`config.mk`:
```
export PLATFORM = sky130hd
export DESIGN_NAME = height_map_text_validator
export DESIGN_NICKNAME = d
export VERILOG_FILES = /design/src/design/hmtv_pkg.sv /design/src/design/height_map_text_validator.sv /design/src/design/hmtv_front.sv /design/src/design/hmtv_back.sv
export SDC_FILE = /design/constraint.sdc
export NUM_CORES = 1
export LEC_CHECK = 0
export BUFFER_PORTS_ARGS = -buffer_cell sky130_fd_sc_hd__buf_2
export CAP_MARGIN = 20
export CORE_UTILIZATION = 65
export CTS_BUF_LIST = sky130_fd_sc_hd__clkbuf_16
export CTS_CLUSTER_DIAMETER = 50
export DETAILED_ROUTE_END_ITERATION = 12
export PLACE_DENSITY_LB_ADDON = 0.08
export SETUP_SLACK_MARGIN = 0.02
export SYNTH_ARGS = -nofsm -noshare
export SYNTH_HDL_FRONTEND = slang
export SYNTH_HIERARCHICAL = 1
export SYNTH_SLANG_ARGS = --single-unit
```
`constraint.sdc`:
```
create_clock -name i_clk -period 18.25 [get_ports i_clk]
set_input_delay 3.65 -clock i_clk [delete_from_list [all_inputs] [get_ports i_clk]]
set_output_delay 3.65 -clock i_clk [all_outputs]
set_load 0.02 [all_outputs]
```
`src/design/hmtv_pkg.sv`:
```
`timescale 1ns / 1ps

package hmtv_pkg;

    // byte classes, decided in the front part
    localparam logic [2:0] CL_OTHER     = 3'd0;
    localparam logic [2:0] CL_NEWLINE   = 3'd1;
    localparam logic [2:0] CL_SPACE     = 3'd2;
    localparam logic [2:0] CL_MINUS     = 3'd3;
    localparam logic [2:0] CL_DIGIT     = 3'd4;
    localparam logic [2:0] CL_COMMA     = 3'd5;
    localparam logic [2:0] CL_LOWX      = 3'd6;
    localparam logic [2:0] CL_HEXLETTER = 3'd7;

    typedef struct packed {
        logic [2:0] cls;
        logic [3:0] dval;
        logic       has_char;
        logic       eof;
    } t_item;

endpackage

```
`src/design/height_map_text_validator.sv`:
```
`timescale 1ns / 1ps

// Checks a text height map one byte per item and, on the item marked end of file,
// gives one result: the verdict, the token count of the first line and the line count.
// A byte item is taken every cycle while the two-entry queue has room; the front
// classifies it into that queue, the back token state machine consumes one entry per
// cycle and registers a result when it pops an end-of-file entry. Only an end-of-file
// item waits, and only while the previous result sits in the output register untaken.
// Token and line counts run COUNT_BITS wide; going past that range flags the map bad.
module height_map_text_validator
    import hmtv_pkg::*;
#(
    parameter int COUNT_BITS = 16
) (
    input  logic        i_clk,
    input  logic        i_rst_n,
    input  logic        i_valid,
    output logic        o_ready,
    input  logic [7:0]  i_char_code,
    input  logic        i_has_char,
    input  logic        i_end_of_file,
    output logic        o_valid,
    input  logic        i_ready,
    output logic        o_map_ok,
    output logic [15:0] o_tokens_per_line,
    output logic [15:0] o_line_count
);

    logic  q_valid;
    t_item q_item;
    logic  pop;

    hmtv_front u_front (
        .i_clk         (i_clk),
        .i_rst_n       (i_rst_n),
        .i_valid       (i_valid),
        .o_ready       (o_ready),
        .i_char_code   (i_char_code),
        .i_has_char    (i_has_char),
        .i_end_of_file (i_end_of_file),
        .o_q_valid     (q_valid),
        .o_q_item      (q_item),
        .i_pop         (pop)
    );

    hmtv_back #(
        .COUNT_BITS (COUNT_BITS)
    ) u_back (
        .i_clk             (i_clk),
        .i_rst_n           (i_rst_n),
        .i_q_valid         (q_valid),
        .i_q_item          (q_item),
        .o_pop             (pop),
        .o_valid           (o_valid),
        .i_ready           (i_ready),
        .o_map_ok          (o_map_ok),
        .o_tokens_per_line (o_tokens_per_line),
        .o_line_count      (o_line_count)
    );

`ifndef NO_ASSERTIONS
    a_pop_needs_entry: assert property (@(posedge i_clk) disable iff (!i_rst_n)
        pop |-> q_valid)
        else $error("queue popped while empty");

    a_bad_map_no_width: assert property (@(posedge i_clk) disable iff (!i_rst_n)
        (o_valid && !o_map_ok) |-> (o_tokens_per_line == 16'd0))
        else $error("invalid map reports a width");

    a_result_from_eof: assert property (@(posedge i_clk) disable iff (!i_rst_n)
        $rose(o_valid) |-> $past(pop && q_item.eof))
        else $error("result without end-of-file item");
`endif

endmodule

```
`src/design/hmtv_front.sv`:
```
`timescale 1ns / 1ps

module hmtv_front
    import hmtv_pkg::*;
(
    input  logic       i_clk,
    input  logic       i_rst_n,
    input  logic       i_valid,
    output logic       o_ready,
    input  logic [7:0] i_char_code,
    input  logic       i_has_char,
    input  logic       i_end_of_file,
    output logic       o_q_valid,
    output t_item      o_q_item,
    input  logic       i_pop
);

    t_item      r_q [2];
    logic       r_wr;
    logic       r_rd;
    logic [1:0] r_cnt;
    logic       push;
    t_item      cls_item;

    always_comb begin
        cls_item.cls      = CL_OTHER;
        cls_item.dval     = 4'd0;
        cls_item.has_char = i_has_char;
        cls_item.eof      = i_end_of_file;
        if (i_char_code >= 8'h30 && i_char_code <= 8'h39) begin
            cls_item.cls  = CL_DIGIT;
            cls_item.dval = 4'(i_char_code - 8'h30);
        end else if ((i_char_code >= 8'h61 && i_char_code <= 8'h66) ||
                     (i_char_code >= 8'h41 && i_char_code <= 8'h46)) begin
            cls_item.cls = CL_HEXLETTER;
        end else begin
            case (i_char_code)
                8'h0A: cls_item.cls = CL_NEWLINE;
                8'h20: cls_item.cls = CL_SPACE;
                8'h2D: cls_item.cls = CL_MINUS;
                8'h2C: cls_item.cls = CL_COMMA;
                8'h78: cls_item.cls = CL_LOWX;
                default: cls_item.cls = CL_OTHER;
            endcase
        end
    end

    assign o_ready   = (r_cnt != 2'd2);
    assign push      = i_valid && o_ready;
    assign o_q_valid = (r_cnt != 2'd0);
    assign o_q_item  = r_q[r_rd];

    always_ff @(posedge i_clk) begin
        if (push) begin
            r_q[r_wr] <= cls_item;
        end
    end

    always_ff @(posedge i_clk) begin
        if (!i_rst_n) begin
            r_wr  <= 1'b0;
            r_rd  <= 1'b0;
            r_cnt <= 2'd0;
        end else begin
            if (push) begin
                r_wr <= ~r_wr;
            end
            if (i_pop) begin
                r_rd <= ~r_rd;
            end
            r_cnt <= r_cnt + {1'b0, push} - {1'b0, i_pop};
        end
    end

endmodule

```
`src/design/hmtv_back.sv`:
```
`timescale 1ns / 1ps

module hmtv_back
    import hmtv_pkg::*;
#(
    parameter int COUNT_BITS = 16
) (
    input  logic        i_clk,
    input  logic        i_rst_n,
    input  logic        i_q_valid,
    input  t_item       i_q_item,
    output logic        o_pop,
    output logic        o_valid,
    input  logic        i_ready,
    output logic        o_map_ok,
    output logic [15:0] o_tokens_per_line,
    output logic [15:0] o_line_count
);

    localparam logic [2:0] PH_BETWEEN = 3'd0;
    localparam logic [2:0] PH_NUMBER  = 3'd1;
    localparam logic [2:0] PH_COMMA   = 3'd2;
    localparam logic [2:0] PH_COLOUR  = 3'd3;
    localparam logic [2:0] PH_IGNORE  = 3'd4;

    logic [2:0]            r_phase, n_phase;
    logic [31:0]           r_mag, n_mag;
    logic                  r_neg, n_neg;
    logic                  r_ds, n_ds;
    logic                  r_lz, n_lz;
    logic [3:0]            r_hex, n_hex;
    logic [COUNT_BITS-1:0] r_first, n_first;
    logic [COUNT_BITS-1:0] r_cur, n_cur;
    logic [COUNT_BITS-1:0] r_lines, n_lines;
    logic                  r_err, n_err;
    logic                  r_open, n_open;
    logic                  r_out_valid, n_out_valid;
    logic                  r_map_ok, n_map_ok;
    logic [15:0]           r_tpl, n_tpl;
    logic [15:0]           r_lc, n_lc;

    logic [2:0]  ph;
    logic        take;
    logic        is_nl;
    logic        is_sp;
    logic        tok_end;
    logic        line_end;
    logic        ok;
    logic [35:0] mag_x10;

    // magnitude * 10 + digit as shift-add
    assign mag_x10 = ({4'd0, r_mag} << 3) + ({4'd0, r_mag} << 1) + {32'd0, i_q_item.dval};

    assign o_pop = i_q_valid && !(i_q_item.eof && r_out_valid && !i_ready);

    always_comb begin
        n_phase     = r_phase;
        n_mag       = r_mag;
        n_neg       = r_neg;
        n_ds        = r_ds;
        n_lz        = r_lz;
        n_hex       = r_hex;
        n_first     = r_first;
        n_cur       = r_cur;
        n_lines     = r_lines;
        n_err       = r_err;
        n_open      = r_open;
        n_out_valid = r_out_valid && !i_ready;
        n_map_ok    = r_map_ok;
        n_tpl       = r_tpl;
        n_lc        = r_lc;
        ph          = r_phase;
        take        = i_q_item.has_char && !r_err;
        is_nl       = (i_q_item.cls == CL_NEWLINE);
        is_sp       = (i_q_item.cls == CL_SPACE);
        tok_end     = 1'b0;
        line_end    = 1'b0;
        ok          = 1'b0;

        if (o_pop) begin
            // any taken byte but a newline opens the line; bytes other than a space feed the token
            if (take && !is_nl) begin
                n_open = 1'b1;
                if (!is_sp) begin
                    ph = (r_phase == PH_BETWEEN) ? PH_NUMBER : r_phase;
                    if (ph == PH_COMMA && i_q_item.cls != CL_COMMA) begin
                        ph = PH_COLOUR;
                    end
                    n_phase = ph;
                    case (ph)
                        PH_NUMBER: begin
                            if (i_q_item.cls == CL_MINUS && !r_ds && !r_neg) begin
                                n_neg = 1'b1;
                            end else if (i_q_item.cls == CL_DIGIT) begin
                                if (r_ds && r_lz) begin
                                    n_err = 1'b1;
                                end else begin
                                    if (!r_ds && i_q_item.dval == 4'd0) begin
                                        n_lz = 1'b1;
                                    end
                                    n_ds = 1'b1;
                                    if (mag_x10 > 36'h080000000) begin
                                        n_err = 1'b1;
                                    end else begin
                                        n_mag = mag_x10[31:0];
                                    end
                                end
                            end else if (i_q_item.cls == CL_COMMA) begin
                                if (!r_ds || (r_neg && r_mag == 32'd0) ||
                                    (!r_neg && r_mag > 32'h7FFFFFFF)) begin
                                    n_err = 1'b1;
                                end
                                n_phase = PH_COMMA;
                            end else begin
                                n_err = 1'b1;
                            end
                        end
                        PH_COLOUR: begin
                            if (i_q_item.cls == CL_COMMA) begin
                                if (r_hex != 4'd4 && r_hex != 4'd6 && r_hex != 4'd8) begin
                                    n_err = 1'b1;
                                end
                                n_phase = PH_IGNORE;
                            end else if (r_hex >= 4'd8 ||
                                         (r_hex == 4'd0 && !(i_q_item.cls == CL_DIGIT &&
                                                             i_q_item.dval == 4'd0)) ||
                                         (r_hex == 4'd1 && i_q_item.cls != CL_LOWX) ||
                                         (r_hex >= 4'd2 && i_q_item.cls != CL_DIGIT &&
                                          i_q_item.cls != CL_HEXLETTER)) begin
                                n_err = 1'b1;
                            end else begin
                                n_hex = r_hex + 4'd1;
                            end
                        end
                        default: begin
                        end
                    endcase
                end
            end

            // an open last line closes at end of file
            line_end = (take && is_nl) || (i_q_item.eof && n_open && !n_err);
            tok_end  = (take && is_sp) || line_end;

            if (tok_end && n_phase != PH_BETWEEN) begin
                if (n_phase == PH_NUMBER) begin
                    if (!n_ds || (n_neg && n_mag == 32'd0) ||
                        (!n_neg && n_mag > 32'h7FFFFFFF)) begin
                        n_err = 1'b1;
                    end
                end else if (n_phase == PH_COLOUR && n_hex != 4'd4 &&
                             n_hex != 4'd6 && n_hex != 4'd8) begin
                    n_err = 1'b1;
                end
                if (!n_err) begin
                    if (&n_cur) begin
                        n_err = 1'b1;
                    end else begin
                        n_cur = n_cur + 1'b1;
                    end
                end
                n_phase = PH_BETWEEN;
                n_mag   = 32'd0;
                n_neg   = 1'b0;
                n_ds    = 1'b0;
                n_lz    = 1'b0;
                n_hex   = 4'd0;
            end

            if (line_end) begin
                if (!n_err) begin
                    if (n_lines == '0) begin
                        n_first = n_cur;
                    end else if (n_cur != n_first) begin
                        n_err = 1'b1;
                    end
                end
                if (!n_err) begin
                    if (&n_lines) begin
                        n_err = 1'b1;
                    end else begin
                        n_lines = n_lines + 1'b1;
                    end
                end
                n_cur  = '0;
                n_open = 1'b0;
            end

            if (i_q_item.eof) begin
                ok          = !n_err && (n_lines != '0) && (n_first != '0);
                n_out_valid = 1'b1;
                n_map_ok    = ok;
                n_tpl       = ok ? 16'(n_first) : 16'd0;
                n_lc        = 16'(n_lines);
                n_phase     = PH_BETWEEN;
                n_mag       = 32'd0;
                n_neg       = 1'b0;
                n_ds        = 1'b0;
                n_lz        = 1'b0;
                n_hex       = 4'd0;
                n_first     = '0;
                n_cur       = '0;
                n_lines     = '0;
                n_err       = 1'b0;
                n_open      = 1'b0;
            end
        end
    end

    always_ff @(posedge i_clk) begin
        if (!i_rst_n) begin
            r_phase     <= PH_BETWEEN;
            r_mag       <= 32'd0;
            r_neg       <= 1'b0;
            r_ds        <= 1'b0;
            r_lz        <= 1'b0;
            r_hex       <= 4'd0;
            r_first     <= '0;
            r_cur       <= '0;
            r_lines     <= '0;
            r_err       <= 1'b0;
            r_open      <= 1'b0;
            r_out_valid <= 1'b0;
        end else begin
            r_phase     <= n_phase;
            r_mag       <= n_mag;
            r_neg       <= n_neg;
            r_ds        <= n_ds;
            r_lz        <= n_lz;
            r_hex       <= n_hex;
            r_first     <= n_first;
            r_cur       <= n_cur;
            r_lines     <= n_lines;
            r_err       <= n_err;
            r_open      <= n_open;
            r_out_valid <= n_out_valid;
        end
    end

    always_ff @(posedge i_clk) begin
        r_map_ok <= n_map_ok;
        r_tpl    <= n_tpl;
        r_lc     <= n_lc;
    end

    assign o_valid           = r_out_valid;
    assign o_map_ok          = r_map_ok;
    assign o_tokens_per_line = r_tpl;
    assign o_line_count      = r_lc;

endmodule

```
# [Word level (Yosys, flattened, before mapping)]
# Memories as Yosys holds them, arrays and structs flattened. A register that Yosys moved wholly into a read port is not among the register bits.
# Index checks and enable logic that the tools add are counted.
[classes] reduce_logical=75 eq_ne=31 mul=0 div_mod_pow=0 n_shift=0 mux=120 order_cmp=11 bitwise_logic=2 addsub=8
[ops] operator="2-to-1 mux 32 bit" count=10
[ops] operator="2-to-1 mux 16 bit" count=16
[ops] operator="2-to-1 mux 1 bit" count=66
[ops] operator="greater-than comparator 32 x 31 -> 1 bit (second input constant)" count=2
[ops] operator="logical NOT 32 bit" count=2
[ops] operator="2-to-1 mux 3 bit" count=16
[ops] operator="adder 35 x 33 -> 36 bit" count=1
[ops] operator="adder 36 x 4 -> 36 bit" count=1
[ops] operator="greater-than comparator 36 x 32 -> 1 bit (second input constant)" count=1
[ops] operator="logical AND 1 bit" count=36
[ops] operator="2-to-1 mux 4 bit" count=9
[ops] operator="adder 16 x 1 -> 16 bit (second input constant)" count=2
[ops] operator="AND reduction 16 bit" count=2
[ops] operator="nonzero test 16 bit" count=2
[ops] operator="== test 8 x 6 -> 1 bit (second input constant)" count=3
[ops] operator=">= comparator 8 x 7 -> 1 bit (second input constant)" count=2
[ops] operator="less-or-equal comparator 8 x 7 -> 1 bit (second input constant)" count=2
[ops] operator="logical NOT 16 bit" count=1
[ops] operator="!= test 16 bit" count=1
[ops] operator="!= test 4 x 3 -> 1 bit (second input constant)" count=4
[ops] operator="== test 3 x 2 -> 1 bit (second input constant)" count=5
[ops] operator="case mux 3 bit (5 select lines)" count=1
[ops] operator="nonzero test 3 bit" count=5
[ops] operator="!= test 3 bit (second input constant)" count=4
[ops] operator="26 further kinds" count=53
[word_totals] wordCells=266 memories=1 latch_bits=0 mem_bits_ro=0 reg_bits=130 ramBits=18 in_bits=14
[memory_table] memory="u_front.r_q" depth=2 width=9 rd=1 rd_clocked_by_memory_dff=1 write_ports=1 line_no="hmtv_front.sv:18" source="t_item r_q [2];"

# [Logic depth before layout (Yosys ltp)]
# Gate-level depths: netlist of run 1.
[logic_depth] ltp_word=38 mapped_depth=30 depth_no_buf=23

# [By module]
# The synthesis of run 1 kept the hierarchy.
[modules_own_cells] module="hmtv_back" seq_area_each_um2=2852.7 area_per_inst_um2=10586.4 cells_per_inst=1338 n_inst=1
[modules_own_cells] module="hmtv_front" seq_area_each_um2=640.6 area_per_inst_um2=1099.8 cells_per_inst=87 n_inst=1

# [Worst setup path before layout of run 1]
# OpenSTA, ideal clock, no wires.
[synth_path] path_type="reg2reg" from="reg with a tool-made name" to="reg u_back.r_tpl[10], in the netlist u_back/o_tokens_per_line[10] (data pin)" slack_ns=9.831 setup_ns=0.253 arrival_time_ns=8.166 period_less_slack_ns=8.419 stages_incl_launch_ff=26 path_cell_list="dfxtp_1 > clkbuf_1 > mux2_1 > inv_1 > fa_1 > fa_1 > nand2b_1 > a21oi_1 > o21ai_0 > a31oi_1 > xnor2_1 > or3b_1 > or4b_4 > or4_4 > a211o_1 > or3_1 > buf_6 > a211o_1 > and2_0 > or4_1 > o41a_1 > or4_1 > a211o_1 > nor4_4 > buf_6 > nor2_2"
[synth_lines] element="to (signal assigned)" line_no="hmtv_back.sv:242" source="r_tpl <= n_tpl;"
[synth_lines] element="to (decl)" line_no="hmtv_back.sv:39" source="logic [15:0] r_tpl, n_tpl;"

==> results of run 1 <==
critical path, stage by stage (launching register included):
cell and delay (ns):
dfxtp_1 0.57, mux2_1 0.39, inv_1 0.09, fa_1 0.44, fa_1 0.47, nand2b_1 0.19
a21oi_1 0.46, o21ai_0 0.23, a31oi_1 0.31, xnor2_1 0.18, or3b_1 0.37, or4b_4 0.56
or4_4 0.58, a211o_1 0.38, or3_1 0.76, nor3_2 0.42, o2111a_1 0.26, nand4b_1 0.24
o41a_1 0.66, nor4b_1 0.62, mux2i_1 0.22, nor4_4 0.44, buf_6 0.24, nor2_1 0.07
Yosys cell counts (all sizes together), types with 15 or more instances:
cell type  number  area, um2
inv            40        150
mux2           25        282
xnor2          37        324
nand2b         16        100
and2           24        150
nor2b          83        519
a21o           15        113
and4           17        149
a21oi          77        393
o21ai          83        415
nor2          115        457
a31oi          16        106
nand4          23        144
edfxtp         51       1530
clkbuf         77        289
ha             72        901
dfxtp          98       1960
nand2         120        450
nand3          36        180
a21boi         17        128
xor2           25        219
nor3           44        230
or3            16        100
nor4           24        165
a22oi          59        443
and3           18        113
where the power goes:
group	total [mW]	internal, mW	switching [mW]	leakage [nW]
Combinational	0.515	0.154	0.361	3.38
Sequential	0.401	0.385	0.0155	1.28
Clock	0.346	0.182	0.164	0.275
Total	1.26	0.722	0.540	4.94
worst min-delay path by stage:
stage                     slack (ns)         from     endpoint  depth (start not counted)
after global placement          0.45  u_back/r_lz  u_back/r_lz                          2
after global routing            0.55  u_back/r_lz  u_back/r_lz                          2
after detailed placement        0.48  u_back/r_lz  u_back/r_lz                          2
final                           0.50  u_back/r_lz  u_back/r_lz                          2
after floorplan                 0.44  u_back/r_lz  u_back/r_lz                          2
after CTS                       0.50  u_back/r_lz  u_back/r_lz                          2
metrics by stage:
step	util	std cells	worst slack [ns]
2_1_floorplan	-	1425	9.83
3_3_place_gp	0.683	1614	8.66
3_5_place_dp	0.683	1615	8.48
4_1_cts	0.716	1647	8.46
5_1_grt	0.717	1648	8.21
6_report	0.717	1648	8.84
cell usage in the layout (no fill, tap or decap), types with 11 or more instances in the layout:
| master | n |
|---|---|
| nand2_1 | 120 |
| nor2_1 | 104 |
| dfxtp_1 | 98 |
| nor2b_1 | 83 |
| o21ai_0 | 78 |
| a21oi_1 | 75 |
| ha_1 | 72 |
| a22oi_1 | 59 |
| edfxtp_1 | 51 |
| buf_2 | 48 |
| nor3_1 | 41 |
| inv_1 | 40 |
| xnor2_1 | 37 |
| nand3_1 | 36 |
| xor2_1 | 25 |
| nand4_1 | 23 |
| and2_1 | 23 |
| nor4_1 | 23 |
| and3_1 | 18 |
| clkbuf_16 | 17 |
| and4_1 | 17 |
| or3_1 | 16 |
| nand2b_1 | 16 |
| a21boi_0 | 16 |
| mux2_2 | 16 |
| a21o_1 | 15 |
| a31oi_1 | 15 |
| o21a_1 | 13 |
| a211oi_1 | 12 |
| o211ai_1 | 12 |
| mux2i_1 | 11 |
| nor2_2 | 11 |
kinds of logic after synthesis:
kind of cell               count (synthesis)  synth area share
AOI/OAI and AO/OA                        386             0.221
and+or+nand+nor                          587             0.274
buffers and inverters                    131            0.0454
DFF                                      149             0.299
muxes                                     36            0.0335
adders and majority gates                 74            0.0805
xor gates and xnor gates                  62            0.0465
registers in the layout (all words and copies together) (netlist names), named ones only:
name                      count
u_back/r_lz                   1
u_back/r_lines               16
u_back/r_neg                  1
u_back/o_line_count          16
u_back/o_map_ok               1
u_front/r_cnt                 2
u_back/r_open                 1
u_back/r_phase                3
u_front/r_rd                  1
u_back/o_valid                1
u_back/o_tokens_per_line     16
u_back/r_cur                 16
u_back/r_hex                  4
u_front/r_wr                  1
u_back/r_err                  1
u_back/r_ds                   1
u_back/r_first               16
u_back/r_mag                 32
u_front/r_q                  18
metal layers:
metal  up-vias  wire length [um]  global-route usage
met3        39              2800              0.0723
met1      5116             14600               0.499
met4         0               481              0.0914
li1       5262                 -                   -
met5         -                 0                   0
met2       466             13200               0.501
layout make-up:
cell class	instances	area [um2]
multi-input combinational	1145	7670
fill	1443	4930
sequential	149	3490
clock buffer	17	425
timing repair buffer	57	312
tap	225	282
clock inverter	15	153
inverter	40	150
==> parameters.txt, run 1 <==
Parameter                              Value

Worst setup path
  Setup slack of the most critical reg-to-reg path    8.84 ns
  Required @ worst endpoint    roughly 18 ns
  Arrival time reported for the critical path endpoint    9.59 ns
  CP Launch Type    register
  Worst R2R End    u_back/o_tokens_per_line[3]
  Critical setup path kind    reg -> reg
  Top fanout value on the critical path    25
  CP Capture Point    u_back/o_tokens_per_line[3]
  Number of cell instances on the worst register-to-register path    23
  Crit path capture type    register

Die
  Floorplan die area    18500 um2
  Chip width    136 um
  Starting density of the core    0.671
  Number of placement rows    48
  Die Y    136 um
  Area of the core region    roughly 17000 um2
  Ports placed on the boundary    49

Placed design
  Placer congestion estimate    0.968
  Count of input and output buffers    48
  Detail Placement HPWL    22500 um
  Standard cell area after detailed placement    around 12000 um2

Logic synthesis
  Post-synthesis instance area    11700 um2
  Number of synthesized flops with an enable pin    51
  Async set or reset register ratio after synthesis    0
  Unique masters post-synth    88
  Count of yosys warnings during synthesis    6
  Avg Synthesized Cell Area    8.20 um2
  Most used flip-flop cell after synthesis    dfxtp_1
  Share of synthesized area occupied by flip-flops and latches    0.299
  Synth Instances    1425
  Syn nets    1513
  Flip-flop and latch count after synthesis    around 150

Pwr
  Cell Pwr Density    101 nW/um2
  Peak supply drop    about 0.14 mV
  Total chip power    around 1.3 mW
  Leakage power figure    between 4 and 5 nW

Global route
  Global-route wire length before repair    49700 um
  Maximum number of pins on one net before global-route repair    95
  Via count of the first global-routing pass    9696
  Grt total ovfl    0
  Total global-route track usage    0.341
  Antenna violations before repair    0

Final layout
  Inserted Diodes    0
  Area growth, synth to finish    6.86%
  Number of nets in the final layout    1498
  Final design area excluding fillers    between 10000 and 15000 um2
  Ratio of cells with drive above 1 in the final layout    0.0935

Timing
  Max-slew violation total from the final report    0
  Clock period minus worst slack    9.41 ns
  Crit share post-route    0.515
  Final setup violation count    0
  Sum of negative setup slack    0 ns
  Hold Fails Final Rpt    0
  Setup repair after global routing missed its margin    no
  Rel. slew slack    0.314
  Final Skew    0.0119 ns
  Fmax    106 MHz
  Worst hold slack across all endpoints    around 0.5 ns
  Measured slew at the worst slew-check pin    1.03 ns

Route
  Vias post-DR    10.9k
  Count of TritonRoute iterations in the first routing pass    6
  Drt wl/cell    between 15 and 20 um
  Via-to-Cell Ratio    6.60
  Routed WL    31000 um
  Number of nets still failing antenna checks after routing    0
  Drt drc    0
  DRT iter0 DRCs    1219

Clocking
  Number of clock buffers inserted by TritonCTS    17
  Clk_lat worst skew    0.43 ns
  Buffer count from post-CTS setup fixing    0
  Clock Pin Slew Worst Setup and Hold Paths    0.07 ns
  Number of clock sinks    between 100 and 150
  Level count of the clock H-tree    4
  TritonCTS clock tree    done
  Maximum number of buffers from clock root to sink    2
  Number of gates resized after CTS    0
  Hold-fix buffers at CTS    0
  Clk Tree Root Cell    clkbuf_16

Flow run
  Max capacitance violation total    0

Hold path
  Worst hold-check path type    reg -> reg

Status
  Result of the run    complete, no violations
(Power assumes the default switching activity.)
==> run 2, diff against run 1 <==
--- a/config.mk
+++ b/config.mk
@@ -7,7 +7,7 @@
 export LEC_CHECK = 0
 export BUFFER_PORTS_ARGS = -buffer_cell sky130_fd_sc_hd__buf_2
 export CAP_MARGIN = 20
-export CORE_UTILIZATION = 65
+export CORE_UTILIZATION = 57
 export CTS_BUF_LIST = sky130_fd_sc_hd__clkbuf_16
 export CTS_CLUSTER_DIAMETER = 50
 export DETAILED_ROUTE_END_ITERATION = 12
==> constraint.sdc (replaced) <==
create_clock -name i_clk -period 7.68 [get_ports i_clk]
set_input_delay 1.536 -clock i_clk [delete_from_list [all_inputs] [get_ports i_clk]]
set_output_delay 1.536 -clock i_clk [all_outputs]
set_load 0.02 [all_outputs]
==> parameters.txt, run 2 (synthesis gave the netlist of run 1 again) <==
Parameter                              Value

Clocking
  Number of clock sinks    149 (unchanged)
  Clk Tree Root Cell    clkbuf_16 (unchanged)
  Clock Pin Slew Worst Setup and Hold Paths    0.07 ns (about the same)
  TritonCTS clock tree    done (unchanged)
  Hold-fix buffers at CTS    0 (unchanged)
  Clk_lat worst skew    0.43 ns (about the same)
  Level count of the clock H-tree    4 (unchanged)
  Number of clock buffers inserted by TritonCTS    17 (unchanged)
  Maximum number of buffers from clock root to sink    2 (unchanged)

Timing
  Measured slew at the worst slew-check pin    1.00 ns (was 1.03 ns)
  Max-slew violation total from the final report    0 (unchanged)
  Rel. slew slack    0.332 (was 0.314)
  Final Skew    0.0145 ns (was 0.0119 ns)
  Fmax    129 MHz (was 106 MHz)
  Sum of negative setup slack    -0.748 ns (was 0 ns)
  Clock period minus worst slack    7.75 ns (was 9.41 ns)
  Setup repair after global routing missed its margin    yes (was no)
  Worst hold slack across all endpoints    0.480 ns (was 0.498 ns)
  Final setup violation count    13 (was 0)
  Hold Fails Final Rpt    0 (unchanged)
  Final WS setup    -0.0662 ns (was 8.84 ns)
  Crit share post-route    1.01 (was 0.515)

Die
  Floorplan die area    21100 um2 (was 18500 um2)
  Ports placed on the boundary    49 (unchanged)
  Chip width    145 um (was 136 um)
  Area of the core region    20200 um2 (was 17400 um2)
  Die Y    145 um (was 136 um)
  Number of placement rows    52 (was 48)
  Starting density of the core    0.579 (was 0.671)

Worst setup path
  Crit path capture type    register (unchanged)
  CP dominant cell by count    buf_6 (was fa_1)
  CP max stage cell    or4b_4 (was or3_1)
  Largest delay share family, worst path    simple AND/OR/NAND/NOR gates (unchanged)
  Critical setup path kind    reg -> reg (unchanged)
  Required @ worst endpoint    7.87 ns (was 18.43 ns)
  Total buffers and inverters traversed by the critical path    6 (was 2)
  Top fanout value on the critical path    8 (was 25)
  Arrival time reported for the critical path endpoint    7.93 ns (was 9.59 ns)
  CP Launch Type    register (unchanged)
  Setup slack of the most critical reg-to-reg path    -0.07 ns (was 8.84 ns)
  Maximum cell stage delay along the critical path    0.55 ns (was 0.76 ns)

Placed design
  Worst slack, placed    -0.0804 ns (was 8.48 ns)
  Placer congestion estimate    0.981 (was 0.968)
  Cell Count Post-Placement    1708 (was 1615)
  Count of input and output buffers    48 (unchanged)
  Detail Placement HPWL    24500 um (was 22500 um)
  Standard cell area after detailed placement    12400 um2 (was 11900 um2)

Global route
  Via count of the first global-routing pass    10.4k (was 9696)
  Global-route wire length before repair    53600 um (was 49700 um)
  Total global-route track usage    0.317 (was 0.341)
  Grt total ovfl    0 (unchanged)
  Antenna violations before repair    0 (unchanged)
  Maximum number of pins on one net before global-route repair    95 (unchanged)

Status
  Violated checks    setup timing
  Result of the run    finished, violations left (was complete, no violations)

Final layout
  Largest Register    u_back/r_mag (unchanged)
  Area growth, synth to finish    13.3% (was 6.86%)
  Non-filler instance count after layout    1751 (was 1648)
  Registers with the most flip-flops    u_back/r_mag x32, u_front/r_q x18 (unchanged)
  Flip-flop count of the largest register, all copies and words added    32 (unchanged)
  Final design area excluding fillers    13200 um2 (was 12500 um2)
  Final-layout fill cell count    1752 (was 1443)
  Inserted Diodes    0 (unchanged)
  Leading cell types in the layout, fill and taps excluded    nand2_1 (120), nor2_1 (101), dfxtp_1 (96) (was nand2_1 (120), nor2_1 (104), dfxtp_1 (98))
  Footprint of the flip-flops and latches    3500 um2 (was 3490 um2)
  Most common cell after layout, fill and taps aside    nand2_1 (unchanged)
  Util after Layout    0.656 (was 0.717)
  Ratio of cells with drive above 1 in the final layout    0.152 (was 0.0935)
  Number of nets in the final layout    1556 (was 1498)
  Area of the multi-input gates    7870 um2 (was 7670 um2)

Pwr
  Cell Pwr Density    254 nW/um2 (was 101 nW/um2)
  Leakage power figure    5.27 nW (was 4.94 nW)
  Peak supply drop    0.161 mV (was 0.137 mV)
  Total chip power    3.37 mW (was 1.26 mW)

Hold path
  Worst hold-check path type    reg -> reg (unchanged)

Route
  Number of nets still failing antenna checks after routing    0 (unchanged)
  Drt wl/cell    19.2 um (was 18.8 um)
  Via-to-Cell Ratio    6.37 (was 6.60)
  DRT iter0 DRCs    943 (was 1219)
  Vias post-DR    11.2k (was 10.9k)
  Drt drc    0 (unchanged)
  Count of TritonRoute iterations in the first routing pass    5 (was 6)
  Routed WL    33700 um (was 31000 um)

Flow run
  Max capacitance violation total    0 (unchanged)
run 2: worst paths after layout:
path / from / endpoint / cells past startpoint
max: register / u_back/o_tokens_per_line[10] / 28
min: u_back/r_lz / u_back/r_lz / 2
max reg2reg: register / u_back/o_tokens_per_line[10] / 28
min reg2reg: u_back/r_lz / u_back/r_lz / 2
run 2: cell type report:
class	count	share of cell area
Multi-Input combinational cell	1145	0.594
Clock buffer	17	0.0321
Timing Repair Buffer	115	0.0620
Clock inverter	15	0.0108
Sequential cell	149	0.264
Inverter	40	0.0113
Tap cell	270	0.0255
run 2: worst reg2reg max path: cells and delay by family (launching register included):
family,cells,cell delay (ns)
AND/OR/NAND/NOR,11,3.79
AO/OA/AOI/OAI,5,1.31
buffers and inverters,6,0.72
adder cells (fa/ha/maj),3,0.62
multiplexers,2,0.51
flip-flops,1,0.38
XOR/XNOR,1,0.16
run 2: report_power, final:
part / leakage [nW] / switching [mW] / total, mW / internal [mW]
Combinational: 3.71 / 0.971 / 1.60 / 0.625
Sequential: 1.28 / 0.0339 / 0.952 / 0.918
Clock: 0.280 / 0.389 / 0.818 / 0.428
Total: 5.27 / 1.39 / 3.37 / 1.97
run 2: metal layers:
| metal | up-vias | wire length (um) | GRT usage |
|---|---|---|---|
| met4 | 0 | 1430 | 0.149 |
| li1 | 5361 | - | - |
| met2 | 449 | 16400 | 0.545 |
| met3 | 96 | 1790 | 0.0443 |
| met5 | - | 0 | 0 |
| met1 | 5246 | 14000 | 0.390 |
run 2: what timing repair did:
action | in CTS | in global routing
hold endpoints to repair | 0 | 0
gates cloned | 3 | 0
endpoints found under the setup margin | 17 | 17
resized for setup | 20 | 27
pin swaps | 3 | 24
setup buffers | 3 | 5
==> run 3, diff against run 2 <==
--- a/config.mk
+++ b/config.mk
@@ -7,6 +7,7 @@
 export LEC_CHECK = 0
 export BUFFER_PORTS_ARGS = -buffer_cell sky130_fd_sc_hd__buf_2
 export CAP_MARGIN = 20
+export CORE_MARGIN = 4
 export CORE_UTILIZATION = 57
 export CTS_BUF_LIST = sky130_fd_sc_hd__clkbuf_16
 export CTS_CLUSTER_DIAMETER = 50
==> parameters.txt, run 3 (synthesis gave the netlist of run 1 again) <==
Parameter                              Value

Die
  Floorplan die area    22900 um2 (was 21100 um2)
  Chip width    151 um (was 145 um)
  Die Y    151 um (was 145 um)
  Starting density of the core    0.579 (unchanged)
  Number of placement rows    52 (unchanged)
  Area of the core region    20200 um2 (unchanged)
  Ports placed on the boundary    49 (unchanged)

Timing
  Clock period minus worst slack    7.43 ns (was 7.75 ns)
  Final Skew    0.0154 ns (was 0.0145 ns)
  Measured slew at the worst slew-check pin    0.925 ns (was 1.00 ns)
  Rel. slew slack    0.383 (was 0.332)
  Final setup violation count    0 (was 13)
  Max-slew violation total from the final report    0 (unchanged)
  Crit share post-route    0.967 (was 1.01)
  Hold Fails Final Rpt    0 (unchanged)
  Fmax    135 MHz (was 129 MHz)
  Final WS setup    0.254 ns (was -0.0662 ns)

Clocking
  TritonCTS clock tree    done (unchanged)
  Level count of the clock H-tree    4 (unchanged)
  Clk_lat worst skew    0.44 ns (was 0.43 ns)
  Clock Pin Slew Worst Setup and Hold Paths    0.07 ns (about the same)
  Clk Tree Root Cell    clkbuf_16 (unchanged)
  Number of clock buffers inserted by TritonCTS    17 (unchanged)
  Number of clock sinks    149 (unchanged)
  Maximum number of buffers from clock root to sink    2 (unchanged)
  Hold-fix buffers at CTS    0 (unchanged)

Pwr
  Part of the power in combinational logic    0.454 (was 0.474)
  Power dissipated by switching net loads    1.33 mW (was 1.39 mW)
  Relative contribution of the clock network to total power    0.252 (was 0.243)
  Cell Pwr Density    244 nW/um2 (was 254 nW/um2)
  Sequential Power Share    0.294 (was 0.283)
  Int Pwr    1.90 mW (was 1.97 mW)
  Switching share of total power    0.411 (was 0.414)
  Peak supply drop    0.159 mV (was 0.161 mV)
  Leakage power figure    5.31 nW (was 5.27 nW)

Route
  Drt drc    0 (unchanged)
  Count of TritonRoute iterations in the first routing pass    6 (was 5)
  Via-to-Cell Ratio    6.26 (was 6.37)
  Routed WL    32900 um (was 33700 um)
  Number of nets still failing antenna checks after routing    0 (unchanged)
  DRT iter0 DRCs    706 (was 943)
  Vias post-DR    11.0k (was 11.2k)
  Drt wl/cell    18.7 um (was 19.2 um)

Placed design
  Placer congestion estimate    1.01 (was 0.981)
  Standard cell area after detailed placement    12400 um2 (about the same)
  Cell Count Post-Placement    1716 (was 1708)
  Detail Placement HPWL    24500 um (about the same)
  Worst slack, placed    -0.0726 ns (was -0.0804 ns)
  Count of input and output buffers    48 (unchanged)

Final layout
  Non-filler instance count after layout    1758 (was 1751)
  Inserted Diodes    0 (unchanged)
  Registers with the most flip-flops    u_back/r_mag x32, u_front/r_q x18 (unchanged)
  Largest Register    u_back/r_mag (unchanged)
  Area growth, synth to finish    13.3% (about the same)
  Ratio of cells with drive above 1 in the final layout    0.154 (was 0.152)
  Leading cell types in the layout, fill and taps excluded    nand2_1 (119), nor2_1 (103), dfxtp_1 (97) (was nand2_1 (120), nor2_1 (101), dfxtp_1 (96))
  Number of nets in the final layout    1563 (was 1556)
  Flip-flop count of the largest register, all copies and words added    32 (unchanged)
  Final design area excluding fillers    13200 um2 (about the same)
  Most common cell after layout, fill and taps aside    nand2_1 (unchanged)

Flow run
  Max capacitance violation total    0 (unchanged)

Global route
  Grt total ovfl    0 (unchanged)
  Maximum number of pins on one net before global-route repair    95 (unchanged)
  Antenna violations before repair    0 (unchanged)
  Global-route wire length before repair    52600 um (was 53600 um)
  Total global-route track usage    0.288 (was 0.317)
  Via count of the first global-routing pass    10.2k (was 10.4k)

Worst setup path
  Crit path capture type    register (unchanged)
  CP Launch Type    register (unchanged)
  Critical setup path kind    reg -> reg (unchanged)
  Top fanout value on the critical path    8 (unchanged)
  CP dominant cell by count    buf_4 (was buf_6)
  Required @ worst endpoint    7.87 ns (about the same)
  Arrival time reported for the critical path endpoint    7.62 ns (was 7.93 ns)
  Number of cell instances on the worst register-to-register path    31 (was 28)
  Maximum cell stage delay along the critical path    0.58 ns (was 0.55 ns)
  CP max stage cell    or4b_4 (unchanged)

Status
  Result of the run    complete, no violations (was finished, violations left)

Hold path
  Number of cells on the worst hold path    2 (unchanged)
  Worst hold-check path type    reg -> reg (unchanged)
-- run 3: changes by cell type in the layout (fill, tap and decap cells not counted), moves of 3 or more --
cell     previous run  this run
inv_8               2         5
nor2_4              4         1
ha_4                3         0
o21ai_1             5         8
nor4_1             22        19
buf_4              58        69
-- run 3: per-stage QoR --
stage               hold slack [ns]   util  setup TNS (ns)  total power, mW
global route                  0.507  0.656          -0.174             3.42
global placement              0.454  0.616               0             2.28
finish                        0.476  0.656               0             3.23
CTS                           0.474  0.651               0             3.21
floorplan                     0.440      -               0             1.86
detailed placement            0.457  0.616           -1.06             2.29
-- run 3: per-layer routing --
layer | vias up | part of all wire | track usage
met3 | 102 | 0.042 | 0.0461
li1 | 5386 | - | -
met1 | 5173 | 0.44 | 0.362
met2 | 341 | 0.47 | 0.479
met5 | - | 0 | 0
met4 | 0 | 0.048 | 0.143
-- run 3: worst max-delay path, delay by kind of cell (launching register included) --
kind	cells	cell delay, ns
compound gates	4	0.82
flops	1	0.36
buf+inv	9	1.31
simple gates	12	3.33
fa+ha+maj	3	0.59
mux	3	0.77
-- run 3: worst paths after layout --
check	start	endpoint	slack [ns]
max reg2reg	register	u_back/o_tokens_per_line[12]	0.25
max	register	u_back/o_tokens_per_line[12]	0.25
min reg2reg	u_back/r_lz	u_back/r_lz	0.48
min	u_back/r_lz	u_back/r_lz	0.48
-- run 3: layout make-up --
class / count / area, um2
multi-input cells: 1145 / 7850
clock buffers: 17 / 425
flip-flops and latches: 149 / 3500
fillers: 1790 / 6930
well taps: 270 / 338
repair buffers: 122 / 837
inverters: 40 / 150
clock inverters: 15 / 135
-- run 3: power groups by stage --
stage                     Clock (mW)  Combinational [mW]  Sequential (mW)
after CTS                      0.828                1.43            0.951
after detailed placement           0                1.33            0.966
final                          0.816                1.47            0.950
after global routing           0.865                1.60            0.958
after global placement             0                1.32            0.964
after floorplan                    0               0.842             1.02
-- run 3: timing repair --
| action | 4_1_cts | 5_1_grt |
|---|---|---|
| setup buffers | 6 | 3 |
| pin swaps | 17 | 7 |
| gates cloned | 1 | 0 |
| gates resized for setup | 24 | 20 |
| setup endpoints to repair | 17 | 17 |
